## src/hw/rtl/ptps_pkg.sv

```systemverilog
// ============================================================================
// ptps_pkg: shared types and constants of the process table scheduler
// Field widths, action and status codes, and the command and status bundles
// that join the controller to the datapath.
// ============================================================================
package ptps_pkg;

    localparam int NUM_SLOTS_DEF = 64;

    localparam int ACTION_W = 3;
    localparam int SLOT_W   = 6;
    localparam int STATUS_W = 3;
    localparam int PID_W    = 31;
    localparam int PRIO_W   = 7;
    localparam int MODE_W   = 2;

    localparam int IN_DATA_W  = 56;
    localparam int OUT_DATA_W = 48;

    localparam int CFG_IDX_W  = 1;
    localparam int CFG_DATA_W = 7;

    localparam logic [CFG_IDX_W-1:0] REG_SCHED_MODE  = 1'd0;
    localparam logic [CFG_IDX_W-1:0] REG_DEFAULT_PRI = 1'd1;

    localparam logic [ACTION_W-1:0] ACT_TICK      = 3'd0;
    localparam logic [ACTION_W-1:0] ACT_ALLOC     = 3'd1;
    localparam logic [ACTION_W-1:0] ACT_SET_STATE = 3'd2;
    localparam logic [ACTION_W-1:0] ACT_SET_PRIO  = 3'd3;
    localparam logic [ACTION_W-1:0] ACT_SCHEDULE  = 3'd4;

    localparam logic [STATUS_W-1:0] ST_UNUSED    = 3'd0;
    localparam logic [STATUS_W-1:0] ST_SLEEPING  = 3'd1;
    localparam logic [STATUS_W-1:0] ST_RUNNABLE  = 3'd2;
    localparam logic [STATUS_W-1:0] ST_RUNNING   = 3'd3;
    localparam logic [STATUS_W-1:0] ST_ALLOCATED = 3'd5;

    localparam logic [MODE_W-1:0] MODE_RR   = 2'd0;
    localparam logic [MODE_W-1:0] MODE_FC   = 2'd1;
    localparam logic [MODE_W-1:0] MODE_PRIO = 2'd2;
    localparam logic [MODE_W-1:0] MODE_OFF  = 2'd3;

    localparam logic [MODE_W-1:0] MODE_RESET   = MODE_PRIO;
    localparam logic [PRIO_W-1:0] DEF_PRI_RST  = 7'd60;
    localparam logic [PRIO_W-1:0] PRIO_MAX     = 7'd100;
    localparam logic [3:0]        NICE_DEFAULT = 4'd5;

    typedef struct packed {
        logic [STATUS_W-1:0] status;
        logic [31:0]         pid;
        logic [PRIO_W-1:0]   base;
        logic [31:0]         run;
        logic [31:0]         sleep;
        logic [31:0]         disp;
        logic [31:0]         create;
    } t_slot_rec;

    typedef struct packed {
        logic load;
        logic rd;
        logic rd_best;
        logic eval;
        logic pick;
        logic next;
        logic div_start;
        logic finish;
    } t_cmd;

    typedef struct packed {
        logic start_walk;
        logic need_div;
        logic div_done;
        logic walk_end;
        logic scan;
        logic have_best;
        logic out_free;
    } t_stat;

endpackage

```

## src/hw/rtl/ptps_ctrl.sv

```systemverilog
// ============================================================================
// ptps_ctrl: scheduler controller
// Sequences one action: latch, walk the slot table, optional divide per slot,
// scan-mode update of the chosen slot, and hand-off to the result register.
// ============================================================================
module ptps_ctrl (
    input  logic             i_clk,
    input  logic             i_rst_n,
    input  logic             i_in_valid,
    output logic             o_in_ready,
    input  ptps_pkg::t_stat  i_stat,
    output ptps_pkg::t_cmd   o_cmd
);
    import ptps_pkg::*;

    localparam logic [2:0] S_IDLE   = 3'd0;
    localparam logic [2:0] S_START  = 3'd1;
    localparam logic [2:0] S_READ   = 3'd2;
    localparam logic [2:0] S_EVAL   = 3'd3;
    localparam logic [2:0] S_DIV    = 3'd4;
    localparam logic [2:0] S_FIX_RD = 3'd5;
    localparam logic [2:0] S_FIX_EV = 3'd6;
    localparam logic [2:0] S_DONE   = 3'd7;

    logic [2:0] r_state;
    logic [2:0] n_state;
    logic       do_eval;

    assign o_in_ready = (r_state == S_IDLE);

    always_comb begin
        n_state = r_state;
        o_cmd   = '0;
        do_eval = 1'b0;
        unique case (r_state)
            S_IDLE: begin
                if (i_in_valid) begin
                    o_cmd.load = 1'b1;
                    n_state    = S_START;
                end
            end
            S_START:  n_state = i_stat.start_walk ? S_READ : S_DONE;
            S_READ: begin
                o_cmd.rd = 1'b1;
                n_state  = S_EVAL;
            end
            S_EVAL: begin
                if (i_stat.need_div) begin
                    o_cmd.div_start = 1'b1;
                    n_state         = S_DIV;
                end else begin
                    do_eval = 1'b1;
                end
            end
            S_DIV:    do_eval = i_stat.div_done;
            S_FIX_RD: begin
                if (i_stat.have_best) begin
                    o_cmd.rd_best = 1'b1;
                    n_state       = S_FIX_EV;
                end else begin
                    n_state = S_DONE;
                end
            end
            S_FIX_EV: begin
                o_cmd.pick = 1'b1;
                n_state    = S_DONE;
            end
            S_DONE: begin
                if (i_stat.out_free) begin
                    o_cmd.finish = 1'b1;
                    n_state      = S_IDLE;
                end
            end
            default: n_state = S_IDLE;
        endcase
        // Scan modes finish the walk before touching the chosen slot.
        if (do_eval) begin
            o_cmd.eval = 1'b1;
            if (i_stat.walk_end) begin
                n_state = i_stat.scan ? S_FIX_RD : S_DONE;
            end else begin
                o_cmd.next = 1'b1;
                n_state    = S_READ;
            end
        end
    end

    always_ff @(posedge i_clk) begin
        if (!i_rst_n) begin
            r_state <= S_IDLE;
        end else begin
            r_state <= n_state;
        end
    end

endmodule

```

## config.mk

```make
export PLATFORM = sky130hd
export DESIGN_NAME = ptps_ctrl
export DESIGN_NICKNAME = d
export VERILOG_FILES = /design/src/hw/rtl/ptps_pkg.sv /design/src/hw/rtl/ptps_ctrl.sv
export SDC_FILE = /design/constraint.sdc
export NUM_CORES = 1
export LEC_CHECK = 0
export ABC_CLOCK_PERIOD_IN_PS = 1400
export BUFFER_PORTS_ARGS = -buffer_cell sky130_fd_sc_hd__buf_2
export CORE_AREA = 2 2 39 41
export DETAILED_ROUTE_END_ITERATION = 12
export DIE_AREA = 0 0 41 43
export GPL_TIMING_DRIVEN = 0
export PLACE_DENSITY = 0.52
export SLEW_MARGIN = 0
export SYNTH_ARGS = -nofsm -noshare
export SYNTH_HDL_FRONTEND = slang
export SYNTH_SLANG_ARGS = --single-unit
```

## constraint.sdc

```tcl
create_clock -name i_clk -period 1.4 [get_ports i_clk]
set_input_delay 0.28 -clock i_clk [delete_from_list [all_inputs] [get_ports i_clk]]
set_output_delay 0.28 -clock i_clk [all_outputs]
set_load 0.05 [all_outputs]
```

==> results.md <==
Floorplanning:
- The die outline height is 43 um.
- The die is 41 um wide.
- The die covers 1760 um2.
- The core area is 1380 um2.
- The initial cell density of the core is 24.0%.
- 19 I/O pins were placed.
- The count of standard-cell rows is 14.

Worst setup path:
- Data arrives at the worst endpoint at 1.27 ns.
- The data required time of the worst path is 1.12 ns.
- In this design, the largest share of critical-path delay is due to flip-flops.
- The worst reg-to-reg path cell count is 6.
- The worst register-to-register path ends at r_state[0].
- The startpoint of the most critical register-to-register path is r_state[2].
- Counting both buffers and inverters, the worst setup path holds a total of 1.
- The kind of end point of the critical path is a primary output.
- The slack of the worst reg-to-reg path is 0.09 ns.
- Along the worst path, the maximum fanout reaches 5.
- The total stage count of the critical path is 4.
- In this run the worst setup path terminates at o_cmd[2].
- The critical path is of the register to primary output type.
- The category of the worst setup path launch point is a register.
- The largest individual stage delay along the critical path comes from the cell dfxtp_4.
- The stage delay of the slowest cell on the critical path is 0.35 ns.
- In this run the worst setup path begins at r_state[1].
- The critical path goes through and2_4, a32o_2, nor2b_4, buf_8.

Logic synthesis:
- The average footprint of a synthesized cell is 8.09 um2.
- By count the netlist is led by buf_6, dfxtp_1.
- For this run, the leading register cell type out of synthesis is dfxtp_1.
- dfxtp_1 takes more of the synthesized area than any other cell.
- For this run, the register share of the synthesized area comes to 18.1%.
- The async set-or-reset flop fraction in the synthesized netlist is 0%.
- The number of nets in the synthesized netlist is 51.
- Of the post-synthesis cell area, the dominant cell type holds 18.1%.
- In this run, synthesis inferred 0 flip-flops with an integrated enable.
- In this run the cell area of the synthesized design comes to 332 um2.
- For this run, the number of Yosys warnings is 0.
- The synthesized netlist cell count is 41.
- In the post-synthesis netlist, the biggest area contributors are dfxtp_1, buf_6, a32oi_1.
- The register bit count reported by yosys is 3.
- Counting distinct cell types in the post-synthesis netlist gives 29.

Job:
- Max-cap violations in this run came to 0.

Final layout:
- The number of antenna cells inserted is 0.
- The final instance area is 684 um2.
- The layout-stage area growth over the synthesis result is 106%.
- The core utilization of the finished layout is 49.5%.
- The largest registers in the layout are r_state: 3 flops.
- The register bank with the most flops is r_state.
- The non-filler instance count after layout is 85.
- The post-route netlist has 72.5% of its cells at a drive strength greater than 1.
- The post-layout net count is 80.
- The number of flip-flops under the largest register name is 3.

Routing:
- The via count is 390.
- In this run the remaining antenna-violating nets after routing total 0.
- The detail-routed net length per standard cell is 10.6 um.
- The first-pass iteration count of the detailed router is 4.
- The post-detailed-route via-to-cell ratio is 4.59.
- After detailed routing, the total wire length is 903 um.
- After the first detailed-routing iteration, the DRC count stood at 1.
- The post-detailed-route DRC marker count is 0.

Pwr:
- The total leakage power is 0.311 nW.
- The peak supply drop is 0.746 mV.
- The share of power burned in registers is 16.8%.
- The combinational group share of total power is 68.4%.
- The part of the power in the clock network is 14.8%.
- The cell-internal power is 0.000568 W.
- The power density over the cells is 1460 nW/um2.
- The switching power share of the total is 43.1%.
- The analysis attributes to net switching a power of 0.000430 W.

STA:
- The final setup violation count is 6.
- Subtracting the final worst setup slack from the clock period gives 1.55 ns.
- Setup repair after global routing could not meet its margin everywhere.
- The highest clock frequency the design can meet is 0.643 GHz.
- The final-report max-slew violation count is 0.
- The remaining max-slew budget at the tightest pin is 81.2%.
- At the pin with the least slew margin, the transition time is 0.282 ns.
- The final setup skew is 0.000925 ns.
- The final worst setup slack is -0.154 ns.
- The number of endpoints with negative hold slack in the final report came to 0.
- The final clock period utilization by the worst path is 111%.

Clock network:
- The clock reaches the later pin of the worst-skew pair after 0.23 ns.
- The longest clock path from root to sink contains 2 buffers.
- TritonCTS built the clock tree.
- The clock net in this run drives a total of 3 sinks.
- The root buffer cell chosen for the clock tree is clkbuf_4.
- CTS built an H-tree with a depth of 1.
- The register clock-pin slew on the reported worst setup and hold paths is 0.03 ns.
- The TritonCTS buffer count is 3.
- The hold buffer count at CTS is 0.

GRT:
- The initial antenna violation count is 0.
- The global-route congestion overflow total is 0.
- Global routing used 12.3% of the available tracks across all layers.
- The first-pass GRT wire length is 1460 um.
- Entering global routing, the biggest net connects 11 pins.
- The number of global-route vias before repair was 369.

Place:
- The placer congestion estimate is 0.742.
- Before CTS, the worst setup slack after placement is -0.245 ns.
- The number of placed cells counting well taps is 75.
- The wire-length estimate of the detail-placed layout is 626 um.
- The post-detailed-placement cell area is 493 um2.
- The quantity of I/O buffers inserted on ports is 18.

Min path:
- The worst min-delay path class is input port to register.

Outcome:
- The flow ran to the end, but the final reports show violations.
- The checks that failed: setup timing.
## repair_timing
action,in CTS,in global routing
gates resized for setup,15,26
pin swaps,1,4
setup endpoints to repair,12,12
setup buffers,5,6
## cell usage in the layout (no fill, tap or decap), types with 2 or more instances in the layout
master | netlist | final
a21oi_1 | 2 | 2
a32oi_1 | 2 | 2
and3b_2 | 0 | 2
buf_2 | 1 | 9
buf_4 | 1 | 10
buf_6 | 3 | 5
buf_8 | 0 | 7
clkbuf_4 | 0 | 3
dfxtp_4 | 0 | 3
nand2_1 | 2 | 2
nor3_4 | 0 | 2
## worst min-delay path by stage
| stage | from | to | slack [ns] | cells past startpoint |
|---|---|---|---|---|
| 2_1_floorplan | i_rst_n | r_state[1] | 0.41 | 1 |
| 3_3_place_gp | i_rst_n | r_state[1] | 0.56 | 2 |
| 3_5_place_dp | i_rst_n | r_state[1] | 0.57 | 2 |
| 4_1_cts | i_rst_n | r_state[1] | 0.32 | 2 |
| 5_1_grt | i_rst_n | r_state[1] | 0.32 | 2 |
| 6_report | i_rst_n | r_state[1] | 0.31 | 2 |
## through the flow
step | total power (W) | hold WS, ns | TNS [ns]
2_1_floorplan | 0.000566 | 0.413 | -0.394
3_3_place_gp | 0.000660 | 0.563 | -1.40
3_5_place_dp | 0.000661 | 0.566 | -1.34
4_1_cts | 0.000887 | 0.318 | -1.64
5_1_grt | 0.00107 | 0.318 | -0.994
6_report | 0.000997 | 0.314 | -0.625
## layer usage
metal | vias to the layer above | global-route usage (%) | share of wire (%)
met5 | - | 0 | 0
met4 | 0 | 6.00 | 0
li1 | 208 | - | -
met2 | 11 | 16.9 | 53
met1 | 171 | 16.3 | 41
met3 | 0 | 4.71 | 5.3
## cell type report
class                      count  area, um2
multi-input combinational     30        282
clock buffer                   4       26.3
timing repair buffer          29        251
fill                         138        699
tap                           16       20.0
inverter                       1       3.75
sequential                     3       71.3
buffer                         2       30.0
## cells by family (layout without fill, tap and decap cells)
logic type	Yosys count	after routing	share of synthesized area (%)
AND/OR/NAND/NOR	17	17	32.8
AO/OA/AOI/OAI	11	11	25.3
buffers and inverters	8	36	17.4
flip-flops	3	3	18.1
multiplexers	2	2	6.41
## power groups by stage
| stage | clock [W] | combinational, W | sequential [W] |
|---|---|---|---|
| detailed placement | 0 | 0.000541 | 0.000120 |
| global placement | 0 | 0.000540 | 0.000120 |
| global route | 0.000167 | 0.000731 | 0.000173 |
| CTS | 0.000159 | 0.000571 | 0.000157 |
| floorplan | 0 | 0.000447 | 0.000120 |
| finish | 0.000148 | 0.000682 | 0.000167 |
## worst register-to-register path, stage by stage (launching register included)
cell and delay [ns]:
dfxtp_4 0.36, buf_6 0.12, nand2b_4 0.14, buf_4 0.13, a32oi_1 0.24, nand3b_1 0.12, a21boi_1 0.13
Power figures use the tool's default switching activity.
